[config.mk]
export PLATFORM = sky130hd
export DESIGN_NAME = paren_balance_filter
export DESIGN_NICKNAME = d
export VERILOG_FILES = /design/src/design/pbf_pkg.sv /design/src/design/pbf_ctrl.sv /design/src/design/pbf_dp.sv /design/src/design/paren_balance_filter.sv
export SDC_FILE = /design/constraint.sdc
export NUM_CORES = 1
export LEC_CHECK = 0
export BUFFER_PORTS_ARGS = -buffer_cell sky130_fd_sc_hd__buf_2
export CELL_PAD_IN_SITES_DETAIL_PLACEMENT = 1
export CELL_PAD_IN_SITES_GLOBAL_PLACEMENT = 1
export CORE_ASPECT_RATIO = 0.8
export CORE_MARGIN = 2
export CORE_UTILIZATION = 35
export CTS_BUF_LIST = sky130_fd_sc_hd__clkbuf_8
export DETAILED_ROUTE_END_ITERATION = 10
export HOLD_SLACK_MARGIN = 0.02
export PLACE_DENSITY_LB_ADDON = 0.08
export SLEW_MARGIN = 20
export SYNTH_ARGS = -nofsm -noshare
export SYNTH_HDL_FRONTEND = slang
export SYNTH_SLANG_ARGS = --single-unit
export TNS_END_PERCENT = 5
[constraint.sdc]
create_clock -name clock -period 6.9 [get_ports clock]
set_input_delay 1.035 -clock clock [delete_from_list [all_inputs] [get_ports clock]]
set_output_delay 1.035 -clock clock [all_outputs]
set_load 0.005 [all_outputs]
[src/design/pbf_pkg.sv]
// ---------------------------------------------------------------------------
// pbf_pkg
// Constants and controller/datapath interface types of the bracket filter.
// ---------------------------------------------------------------------------
package pbf_pkg;

   localparam int BYTE_W = 8;

   localparam logic [BYTE_W-1:0] OPEN_BR  = 8'h28;
   localparam logic [BYTE_W-1:0] CLOSE_BR = 8'h29;

   // Commands from the controller to the datapath
   typedef struct packed {
      logic load;            // store the accepted input item
      logic back_init;       // start the backward pass at the last stored entry
      logic rd_en;           // read the buffer at the walk index
      logic back_step;       // resolve one entry of the backward pass
      logic emit_step;       // advance the walk index of the emit pass
      logic out_load;        // put the entry just read into the output register
      logic out_empty_load;  // put the empty-string item into the output register
      logic clear;           // end of string, return counters to zero
   } cmd_type;

   // Status from the datapath to the controller
   typedef struct packed {
      logic idx_zero;        // walk index is at the first entry
      logic idx_at_end;      // walk index is at the last stored entry
      logic any_kept_next;   // some entry is kept, including the one resolved now
      logic rd_keep;         // entry just read is kept
      logic out_free;        // output register can take an item this cycle
   } stat_type;

endpackage

[src/design/pbf_ctrl.sv]
// ---------------------------------------------------------------------------
// pbf_ctrl
// Sequencer for load, backward pass and emit pass of the bracket filter.
// ---------------------------------------------------------------------------
module pbf_ctrl
   import pbf_pkg::*;
(
   input  logic     clock,
   input  logic     reset,
   input  logic     req_tvalid,
   output logic     req_tready,
   input  logic     req_tlast,
   input  stat_type stat,
   output cmd_type  cmd
);

   typedef enum logic [5:0] {
      S_LOAD   = 6'b000001,
      S_BK_RD  = 6'b000010,
      S_BK_CHK = 6'b000100,
      S_EM_RD  = 6'b001000,
      S_EM_CHK = 6'b010000,
      S_EMPTY  = 6'b100000
   } state_type;

   state_type state_ff;
   state_type state_in;

   assign req_tready = (state_ff == S_LOAD);

   // Next state and commands
   always_comb begin
      state_in = state_ff;
      cmd      = '0;
      unique case (state_ff)
         S_LOAD: begin
            if (req_tvalid) begin
               cmd.load = 1'b1;
               if (req_tlast) begin
                  cmd.back_init = 1'b1;
                  state_in      = S_BK_RD;
               end
            end
         end
         S_BK_RD: begin
            cmd.rd_en = 1'b1;
            state_in  = S_BK_CHK;
         end
         S_BK_CHK: begin
            cmd.back_step = 1'b1;
            if (!stat.idx_zero) begin
               state_in = S_BK_RD;
            end else if (stat.any_kept_next) begin
               state_in = S_EM_RD;
            end else begin
               state_in = S_EMPTY;
            end
         end
         S_EM_RD: begin
            cmd.rd_en = 1'b1;
            state_in  = S_EM_CHK;
         end
         S_EM_CHK: begin
            // Skip dropped entries, hold kept ones until the output frees up
            if (!stat.rd_keep || stat.out_free) begin
               cmd.out_load = stat.rd_keep;
               if (stat.idx_at_end) begin
                  cmd.clear = 1'b1;
                  state_in  = S_LOAD;
               end else begin
                  cmd.emit_step = 1'b1;
                  state_in      = S_EM_RD;
               end
            end
         end
         S_EMPTY: begin
            if (stat.out_free) begin
               cmd.out_empty_load = 1'b1;
               cmd.clear          = 1'b1;
               state_in           = S_LOAD;
            end
         end
         default: begin
            state_in = S_LOAD;
         end
      endcase
   end

   always_ff @(posedge clock) begin
      if (reset) begin
         state_ff <= S_LOAD;
      end else begin
         state_ff <= state_in;
      end
   end

endmodule

[src/design/pbf_dp.sv]
// ---------------------------------------------------------------------------
// pbf_dp
// Character buffer, bracket counters, walk index and output register.
// ---------------------------------------------------------------------------
module pbf_dp
   import pbf_pkg::*;
#(
   parameter int MAX_LEN = 64
)
(
   input  logic              clock,
   input  logic              reset,
   input  cmd_type           cmd,
   output stat_type          stat,
   input  logic [BYTE_W-1:0] req_tdata,
   output logic              rsp_tvalid,
   input  logic              rsp_tready,
   output logic [BYTE_W-1:0] rsp_tdata,
   output logic              rsp_tlast,
   output logic [1:0]        rsp_tuser
);

   localparam int ADDR_W = $clog2(MAX_LEN);
   localparam int CNT_W  = $clog2(MAX_LEN + 1);

   // Buffer entry: drop mark above the character
   logic [BYTE_W:0]       mem [MAX_LEN];
   logic [BYTE_W:0]       rd_data_ff;
   logic                  wr_en;
   logic [ADDR_W-1:0]     wr_addr;
   logic [BYTE_W:0]       wr_data;

   logic [CNT_W-1:0]      count_ff,  count_in;
   logic [CNT_W-1:0]      depth_ff,  depth_in;
   logic [CNT_W-1:0]      closes_ff, closes_in;
   logic                  ovf_ff,    ovf_in;
   logic [ADDR_W-1:0]     idx_ff,    idx_in;
   logic [ADDR_W-1:0]     lkept_ff,  lkept_in;
   logic                  kept_ff,   kept_in;

   logic                  rsp_valid_ff, rsp_valid_in;
   logic [BYTE_W-1:0]     rsp_data_ff,  rsp_data_in;
   logic                  rsp_last_ff,  rsp_last_in;
   logic                  rsp_empty_ff, rsp_empty_in;
   logic                  rsp_ovf_ff,   rsp_ovf_in;

   logic                  full;
   logic                  in_open;
   logic                  in_close;
   logic                  in_drop;
   logic                  rd_mark;
   logic [BYTE_W-1:0]     rd_byte;
   logic                  rd_open;
   logic                  rd_close;
   logic                  drop_open;
   logic                  keep_now;
   logic                  out_free;

   assign full     = (count_ff == CNT_W'(MAX_LEN));
   assign in_open  = (req_tdata == OPEN_BR);
   assign in_close = (req_tdata == CLOSE_BR);
   assign in_drop  = in_close && (depth_ff == '0);

   assign rd_mark   = rd_data_ff[BYTE_W];
   assign rd_byte   = rd_data_ff[BYTE_W-1:0];
   assign rd_open   = (rd_byte == OPEN_BR);
   assign rd_close  = (rd_byte == CLOSE_BR);
   assign drop_open = !rd_mark && rd_open && (closes_ff == '0);
   assign keep_now  = !rd_mark && !drop_open;

   assign out_free = !rsp_valid_ff || rsp_tready;

   assign stat.idx_zero      = (idx_ff == '0);
   assign stat.idx_at_end    = ({1'b0, idx_ff} == CNT_W'(count_ff - 1'b1));
   assign stat.any_kept_next = kept_ff || keep_now;
   assign stat.rd_keep       = !rd_mark;
   assign stat.out_free      = out_free;

   // Buffer write port: stored input item, or a late mark on an open bracket
   always_comb begin
      wr_en   = 1'b0;
      wr_addr = count_ff[ADDR_W-1:0];
      wr_data = {in_drop, req_tdata};
      if (cmd.load && !full) begin
         wr_en = 1'b1;
      end else if (cmd.back_step && drop_open) begin
         wr_en   = 1'b1;
         wr_addr = idx_ff;
         wr_data = {1'b1, rd_byte};
      end
   end

   always_ff @(posedge clock) begin
      if (wr_en) begin
         mem[wr_addr] <= wr_data;
      end
      if (cmd.rd_en) begin
         rd_data_ff <= mem[idx_ff];
      end
   end

   // Counters, walk index and last kept entry
   always_comb begin
      count_in  = count_ff;
      depth_in  = depth_ff;
      closes_in = closes_ff;
      ovf_in    = ovf_ff;
      idx_in    = idx_ff;
      lkept_in  = lkept_ff;
      kept_in   = kept_ff;

      if (cmd.load) begin
         if (full) begin
            ovf_in = 1'b1;
         end else begin
            count_in = count_ff + 1'b1;
            if (in_open) begin
               depth_in = depth_ff + 1'b1;
            end else if (in_close && !in_drop) begin
               depth_in = depth_ff - 1'b1;
            end
         end
      end

      // Start the backward pass at the entry stored last
      if (cmd.back_init) begin
         closes_in = '0;
         kept_in   = 1'b0;
         idx_in    = full ? ADDR_W'(count_ff - 1'b1) : count_ff[ADDR_W-1:0];
      end

      if (cmd.back_step) begin
         if (!rd_mark && rd_close) begin
            closes_in = closes_ff + 1'b1;
         end else if (!rd_mark && rd_open && (closes_ff != '0)) begin
            closes_in = closes_ff - 1'b1;
         end
         if (keep_now && !kept_ff) begin
            kept_in  = 1'b1;
            lkept_in = idx_ff;
         end
         if (idx_ff != '0) begin
            idx_in = idx_ff - 1'b1;
         end
      end

      if (cmd.emit_step) begin
         idx_in = idx_ff + 1'b1;
      end

      if (cmd.clear) begin
         count_in = '0;
         depth_in = '0;
         ovf_in   = 1'b0;
      end
   end

   // Output register
   always_comb begin
      rsp_valid_in = rsp_valid_ff && !rsp_tready;
      rsp_data_in  = rsp_data_ff;
      rsp_last_in  = rsp_last_ff;
      rsp_empty_in = rsp_empty_ff;
      rsp_ovf_in   = rsp_ovf_ff;
      if (cmd.out_load) begin
         rsp_valid_in = 1'b1;
         rsp_data_in  = rd_byte;
         rsp_last_in  = (idx_ff == lkept_ff);
         rsp_empty_in = 1'b0;
         rsp_ovf_in   = ovf_ff;
      end else if (cmd.out_empty_load) begin
         rsp_valid_in = 1'b1;
         rsp_data_in  = '0;
         rsp_last_in  = 1'b1;
         rsp_empty_in = 1'b1;
         rsp_ovf_in   = ovf_ff;
      end
   end

   always_ff @(posedge clock) begin
      if (reset) begin
         count_ff     <= '0;
         depth_ff     <= '0;
         ovf_ff       <= 1'b0;
         rsp_valid_ff <= 1'b0;
      end else begin
         count_ff     <= count_in;
         depth_ff     <= depth_in;
         ovf_ff       <= ovf_in;
         rsp_valid_ff <= rsp_valid_in;
      end
      closes_ff    <= closes_in;
      idx_ff       <= idx_in;
      lkept_ff     <= lkept_in;
      kept_ff      <= kept_in;
      rsp_data_ff  <= rsp_data_in;
      rsp_last_ff  <= rsp_last_in;
      rsp_empty_ff <= rsp_empty_in;
      rsp_ovf_ff   <= rsp_ovf_in;
   end

   assign rsp_tvalid = rsp_valid_ff;
   assign rsp_tdata  = rsp_data_ff;
   assign rsp_tlast  = rsp_last_ff;
   assign rsp_tuser  = {rsp_ovf_ff, rsp_empty_ff};

endmodule

[src/design/paren_balance_filter.sv]
// Loading takes one input item per cycle. After the last byte, a backward pass
// walks the stored bytes through the single read port of the character buffer,
// then, if any byte is kept, an emit pass walks them again through that port
// and waits on output stalls; no new string is taken until it is done.
// Reset (synchronous, active high) empties the buffer counts and the output;
// buffer contents are not cleared and are never read before being written.
// ---------------------------------------------------------------------------
// paren_balance_filter
// Removes the fewest brackets needed to leave a string balanced.
// ---------------------------------------------------------------------------
module paren_balance_filter
   import pbf_pkg::*;
#(
   parameter int MAX_LEN = 64
)
(
   input  logic              clock,
   input  logic              reset,
   input  logic              req_tvalid,
   output logic              req_tready,
   input  logic [BYTE_W-1:0] req_tdata,   // [7:0] in_byte
   input  logic              req_tlast,
   output logic              rsp_tvalid,
   input  logic              rsp_tready,
   output logic [BYTE_W-1:0] rsp_tdata,   // [7:0] out_byte
   output logic              rsp_tlast,
   output logic [1:0]        rsp_tuser    // [0] out_empty, [1] out_overflow
);

   cmd_type  cmd;
   stat_type stat;

   // Sequencer
   pbf_ctrl u_ctrl (
      .clock      (clock),
      .reset      (reset),
      .req_tvalid (req_tvalid),
      .req_tready (req_tready),
      .req_tlast  (req_tlast),
      .stat       (stat),
      .cmd        (cmd)
   );

   // Buffer and counters
   pbf_dp #(
      .MAX_LEN (MAX_LEN)
   ) u_dp (
      .clock      (clock),
      .reset      (reset),
      .cmd        (cmd),
      .stat       (stat),
      .req_tdata  (req_tdata),
      .rsp_tvalid (rsp_tvalid),
      .rsp_tready (rsp_tready),
      .rsp_tdata  (rsp_tdata),
      .rsp_tlast  (rsp_tlast),
      .rsp_tuser  (rsp_tuser)
   );

endmodule

==> impl_results.md, run 1 <==
- Status: complete, no violations
- Sequential power share: 0.421
- Slew Viols, Final: 0
- Die height: about 250 um
- WP buf/inv: 0
- CTS tree: built
- Worst skew pair latency: 0.73 ns
- EDFF count, synth: ~600
- Core Area: around 74,000 sq um
- Int Pwr: roughly 0.0074 W
- HP Class: reg -> reg
- Port Buf Inserts: 25
- Max-slew headroom: 0.271
- Crit-path cells: nor4_1 -> and3b_1 -> nand4_1 -> nor4_1 -> o21ai_1 -> nor2_1
- R2r endpoint: u_dp.mem[30][1]
- 1st-iter DRT viols: roughly 950
- Pin count of the biggest net entering global routing: 65
- Routability cong.: between 0.7 and 0.8
- Leak: about 9.4 nW
- CP endpoint kind: register
- Hold Startpoint: u_dp.ovf_ff
- CTS Hold Bufs: 0
- Worst hold endpoint: u_dp.rsp_ovf_ff
- Startpoint types: register
- Die width: approximately 310 um
- Clock sinks: between 600 and 700
- Fin nets: 1,518
- Ys Warns: 0
- Synthesized area: around 26,000 sq um
- Max Fclk: about 220 MHz
- H-tree levels: 3
- Initial antenna violation count: 5
- # IOs: 26
- Vias in the first global route: roughly 14,000
- Sw Ratio: 0.311
- Combinational power share: 0.255
- Gr ovfl total: 0
- Final hold viol count: 0
- Total number of vias: ~14,000
- Slew @ Worst Pin: between 1 and 1.5 ns
- Worst R2R Setup Slack: roughly 2.5 ns
- Register-to-Register Path Depth: 6
- CTS buffer count: about 110
- RR Startpoint: u_ctrl.state_ff[5]
- DR WL/cell: approximately 27 um
- Seq/Total Area, Yosys: 0.717
- Arr. time, crit path: 4.77 ns
- Min Tclk post-route: 4.45 ns
- Async SR Flop Fraction: 0
- Hold slack: approximately 0.46 ns
- Sw power: roughly 0.0033 W
- Power Dens Cells: approximately 360 nW/um^2
- Final setup viols: 0
- All-Layer GR Usage: 0.187
- Total wire length: 70,600 um
- VDD IR-drop max: approximately 0.00024 V
- Post-synthesis sequential element count: 638
- Cell depth of the worst min-delay path: 0
- Vias per cell: ~5.3
- Synth Instances: 1,398
- Post-CTS Setup Inserts: 0
- Detailed placement HPWL: 43,400 um
- Clock Tree Root: clkbuf_8
- Multi-input logic area: roughly 7000 sq um
- Library cells used by synthesis: between 70 and 80
- Crit-path max FO: 15
- Row cnt: 89
- CTS max path bufs: 3
- Clock transition at path regs: 0.06 ns
- 1st-pass router iterations: 5
- Total negative setup slack: 0 ns
- Share of layout cells above drive strength 1: 0.259
- Largest stage delay on the critical path: 0.88 ns
- Worst path required time: 7.22 ns
- Predominant post-synthesis flop cell: edfxtp_1
- Synth-to-layout area growth: 13.2%
- DRC viols: 0
- Max cap viols: 0
- Initial Utilization: 0.354
- Critical path's most frequent cell: nor4_1
- First-pass GRT wire length: approximately 100,000 um
- CP max-delay cell: nor2_1
- Final period util: 0.645
- DRT antenna net count: 0
- Family with the most delay on the worst path: simple AND/OR/NAND/NOR gates
- Register Area: 18,800 sq um
- Top cell type's share of synthesized area: 0.689
- Layout fillers: between 7,000 and 8,000
- Kind of critical path: reg -> reg
- Largest area contributor in the netlist: edfxtp_1
- Clock share of power: 0.324
- RSZ-0062 raised after global routing: false
- Syn_nets: between 1,000 and 1,500
- Syn_area_per_cell: between 15 and 20 sq um
- Post-CTS resize count: 0
- Clock Skew: 0.0358 ns
- Die area: 77,100 sq um
- Top cells by area, synth: edfxtp_1, mux4_2, dfxtp_1
## worst max path at each step
stage,from,endpoint,slack [ns],cells after the start
2_1_floorplan,req_tdata[4],u_dp.mem[0][8],1.67,3
3_3_place_gp,u_ctrl.state_ff[5],u_dp.mem[46][8],2.60,6
3_5_place_dp,u_ctrl.state_ff[5],u_dp.mem[46][8],2.40,6
4_1_cts,u_ctrl.state_ff[5],u_dp.mem[46][8],2.41,6
5_1_grt,u_ctrl.state_ff[5],u_dp.mem[54][2],2.02,6
6_report,u_ctrl.state_ff[5],u_dp.mem[30][1],2.45,6
## Yosys cell counts, types with 9 or more instances
library cell,number
nor3_1,16
xnor2_1,15
clkbuf_1,30
and3_1,11
nor4_1,10
a21oi_1,25
inv_1,18
mux4_2,166
o21ai_0,28
nand2_1,46
dfxtp_1,37
nand3_1,24
a211oi_1,14
mux2i_1,18
a31oi_1,9
buf_2,26
ha_1,14
and2_1,27
edfxtp_1,601
buf_4,9
nor2_1,104
a22oi_1,19
## cell usage in the layout, fill, tap and decap left out, types with 15 or more instances in the layout
cell type / count
mux2i_1: 18
xnor2_1: 15
nor3_1: 16
dfxtp_1: 34
and2_1: 21
edfxtp_1: 601
a21oi_1: 25
nand2_1: 46
a22oi_1: 19
clkinv_1: 26
buf_2: 25
mux4_2: 166
clkbuf_8: 107
o21ai_0: 26
buf_4: 28
nor2_1: 101
inv_1: 39
nand3_1: 24
## power groups by stage
stage | logic [W] | clock network, W | registers, W
floorplan | 0.00193 | 0 | 0.00441
global placement | 0.00278 | 0 | 0.00459
detailed placement | 0.00278 | 0 | 0.00459
CTS | 0.00278 | 0.00358 | 0.00451
global route | 0.00293 | 0.00373 | 0.00452
finish | 0.00273 | 0.00347 | 0.00451
## per-stage QoR
step | setup WS, ns | util | total power, W | cell area [sq um] | std cells
after global placement | 2.60 | 0.372 | 0.00737 | 27500 | 2382
after floorplan | 1.67 | - | 0.00634 | 26200 | 1398
final | 2.45 | 0.401 | 0.0107 | 29700 | 2573
after detailed placement | 2.40 | 0.372 | 0.00737 | 27500 | 2382
after global routing | 2.02 | 0.401 | 0.0112 | 29700 | 2572
after CTS | 2.41 | 0.401 | 0.0109 | 29600 | 2570
## layer usage
metal / GRT usage / vias to the layer above / part of all wire
met2: 0.272 / 298 / 0.45
li1: - / 5910 / -
met3: 0.0408 / 103 / 0.053
met4: 0.0509 / 0 / 0.021
met5: 0 / - / 0
met1: 0.281 / 7304 / 0.48
## state kept, by name (all words and copies together), names as in the netlist
name,cells
u_dp.mem,576
u_dp.idx_ff,6
u_dp.closes_ff,7
u_dp.count_ff,7
u_dp.rsp_tdata,8
u_dp.ovf_ff,1
u_dp.lkept_ff,6
u_dp.rsp_tlast,1
u_dp.rd_data_ff,9
u_ctrl.state_ff,6
u_dp.kept_ff,1
u_dp.rsp_tvalid,1
u_dp.rsp_ovf_ff,1
u_dp.rsp_empty_ff,1
u_dp.depth_ff,7
## kinds of logic after synthesis
| logic type | Yosys count | synth area share |
|---|---|---|
| flip-flops | 638 | 0.717 |
| buffers and inverters | 89 | 0.0162 |
| XOR/XNOR | 22 | 0.00736 |
| AND/OR/NAND/NOR | 299 | 0.0605 |
| adder cells (fa/ha/maj) | 15 | 0.00745 |
| multiplexers | 185 | 0.150 |
| AO/OA/AOI/OAI | 150 | 0.0413 |
## area by class of cell
type,count,share of cell area
repair buffers,55,0.0125
multi-input cells,671,0.237
well taps,1001,0.0422
clock inverters,81,0.0230
flip-flops and latches,638,0.634
clock buffers,107,0.0496
inverters,18,0.00228
diodes,2,0.000169
(Power assumes the default switching activity.)
==> run 2, diff against run 1 <==
==> constraint.sdc (replaced) <==
create_clock -name clock -period 4 [get_ports clock]
set_input_delay 0.6 -clock clock [delete_from_list [all_inputs] [get_ports clock]]
set_output_delay 0.6 -clock clock [all_outputs]
set_load 0.005 [all_outputs]
==> run 2 against run 1 <==
Net effect: via count grew 2.8%; wire length grew 2.1%; clock power grew 47%; worst setup slack lost 2.0 ns; critical path depth grew 4; sequential cell count is the same; maximum frequency grew 27%; count of clock-buffer cells in the layout is the same; largest cell class unchanged.
==> impl_results.md, run 2 (synthesis gave the netlist of run 1 again) <==
- Status: complete, no violations
- Initial Utilization: 0.354 (unchanged)
- 1st-pass router iterations: 5 (unchanged)
- Synth-to-layout area growth: 14.7%
- Clock sinks: 638 (unchanged)
- Post-CTS resize count: 0 (unchanged)
- VDD IR-drop max: 0.000277 V (+16%)
- CTS Hold Bufs: 0 (unchanged)
- Combinational power share: 0.285 (+0.030)
- All-Layer GR Usage: 0.192 (+0.00494)
- Worst path required time: 4.46 ns (-2.76 ns)
- Slew @ Worst Pin: 1.10 ns (+0.0129 ns)
- Detailed placement HPWL: 45,600 um (+5.0%)
- Critical path's most frequent cell: buf_4
- Routability cong.: 0.848 (+7.9%)
- Family with the most delay on the worst path: simple AND/OR/NAND/NOR gates
- Layout fillers: 7,246 (+0.71%)
- DRT antenna net count: 0 (unchanged)
- Share of layout cells above drive strength 1: 0.285 (+0.0263)
- Largest stage delay on the critical path: 0.81 ns (-0.07 ns)
- First-pass GRT wire length: 107,000 um (+2.6%)
- 1st-iter DRT viols: 1,212 (+28%)
- Clock share of power: 0.285 (-0.039)
- Port Buf Inserts: 25 (unchanged)
- Row cnt: 89 (unchanged)
- Die width: 310 um (unchanged)
- Max-slew headroom: 0.261 (-0.00934)
- Max reg flops: 576 (unchanged)
- Most frequent cells in the layout: edfxtp_1, mux4_2, clkbuf_8, buf_4, nor2_1
- Fin nets: 1,601 (+5.5%)
- HP Class: in -> reg
- H-tree levels: 3 (unchanged)
- Max cap viols: 0 (unchanged)
- CP max-delay cell: a31oi_1
- Post-CTS Setup Inserts: 0 (unchanged)
- Die area: 77,100 sq um (unchanged)
- Arr. time, crit path: 3.95 ns (-0.82 ns)
- Clock Skew: 0.0319 ns (-0.00383 ns)
- Most common cell after layout, fill and taps aside: edfxtp_1
- Pin count of the biggest net entering global routing: 65 (unchanged)
- Clock Tree Root: clkbuf_8
- Initial antenna violation count: 1 (-4)
- Die height: 249 um (unchanged)
- Vias per cell: 5.27 (-0.44%)
- Core Area: 73,900 sq um (unchanged)
- CP endpoint kind: register
- Total negative setup slack: 0 ns (unchanged)
- Final setup viols: 0 (unchanged)
- Total number of vias: 14,000 (+2.8%)
- # IOs: 26 (unchanged)
- Final period util: 0.875 (+0.230)
- Clock transition at path regs: 0.06 ns (about the same)
- Crit-path cells: inv_1 -> ha_1 -> nand3b_1 -> or4_1 -> nand3_1 -> nor3_1 -> a31oi_1 -> buf_4 -> nor2_1 -> buf_4
- Sw power: 0.00577 W (+73%)
- CTS buffer count: 106 (unchanged)
- Vias in the first global route: 14,900 (+2.9%)
- Gr ovfl total: 0 (unchanged)
- DR WL/cell: 27.1 um (-1.2%)
- DRC viols: 0 (unchanged)
- Total wire length: 72,100 um (+2.1%)
- Antenna Cells: 0 (-2)
- Sequential power share: 0.430 (+0.009)
- WP buf/inv: 3 (+3)
- Reg with most FFs: u_dp.mem
- CTS tree: built
- Crit-path max FO: 7 (-8)
- Max Fclk: 286 MHz (+27%)
- Final hold viol count: 0 (unchanged)
- Min Tclk post-route: 3.50 ns (-0.950 ns)
- Sw Ratio: 0.322 (+0.0110)
- Worst skew pair latency: 0.71 ns (-0.02 ns)
- Slew Viols, Final: 0 (unchanged)
- Int Pwr: 0.0121 W (+65%)
- Kind of critical path: reg -> reg
- Leak: 9.73 nW (+3.5%)
- Hold slack: 0.169 ns (-0.288 ns)
- Startpoint types: register
- RSZ-0062 raised after global routing: false
- CTS max path bufs: 3 (unchanged)
- Power Dens Cells: 596 nW/um^2 (+65%)
==> run 2: cell count changes in the layout (fill, tap and decap cells not counted), moves of 2 or more <==
cell and change:
inv_6 -3, clkinv_1 +9, buf_4 +75, buf_12 +9, inv_1 +12, bufinv_16 -12
diode_2 -2
==> run 2: final timing paths <==
path | startpoint | endpoint | slack, ns | cells after the start
max | u_dp.count_ff[1] | u_dp.mem[58][5] | 0.50 | 10
min | reset | u_ctrl.state_ff[5] | 0.17 | 2
max reg2reg | u_dp.count_ff[1] | u_dp.mem[58][5] | 0.50 | 10
min reg2reg | u_dp.ovf_ff | u_dp.rsp_ovf_ff | 0.47 | 0
==> run 2: worst reg2reg max path, delay by kind of cell (launching register included) <==
kind                       cells  cell delay (ns)
DFF                            1             0.38
adders and majority gates      1             0.21
AOI/OAI and AO/OA              1             0.81
and+or+nand+nor                5             1.09
buffers and inverters          3             0.77
==> run 2: metal layers <==
| metal | track usage | wire (um) | part of all wire | up-vias |
|---|---|---|---|---|
| met1 | 0.297 | 35600 | 0.49 | 7484 |
| met4 | 0.0489 | 1520 | 0.021 | 0 |
| li1 | - | - | - | 6089 |
| met3 | 0.0354 | 3240 | 0.045 | 109 |
| met5 | 0 | 0 | 0 | - |
| met2 | 0.277 | 31700 | 0.44 | 321 |
==> run 2: power by group through the flow <==
stage                     combinational, W  sequential, W  clock [W]
after CTS                          0.00516        0.00771    0.00529
after floorplan                    0.00333        0.00760          0
after global placement             0.00515        0.00784          0
after global routing               0.00541        0.00772    0.00557
after detailed placement           0.00516        0.00785          0
final                              0.00511        0.00770    0.00511
==> run 2: cell type report <==
class | count | area (sq um) | share of cell area
Clock buffer | 107 | 1470 | 0.0490
Tap cell | 1001 | 1250 | 0.0417
Multi-Input combinational cell | 671 | 7020 | 0.233
Inverter | 18 | 67.6 | 0.00225
Sequential cell | 638 | 18800 | 0.625
Timing Repair Buffer | 138 | 1100 | 0.0365
Clock inverter | 85 | 353 | 0.0117
==> run 2: stage by stage <==
step                cells   util  area, sq um  setup slack, ns  power [W]
detailed placement   2466  0.382        28200            0.125     0.0130
global placement     2466  0.382        28200            0.196     0.0130
finish               2658  0.407        30100            0.502     0.0179
global route         2658  0.407        30100            0.360     0.0187
CTS                  2658  0.406        30100            0.511     0.0182
floorplan            1398      -        26200            0.303     0.0109
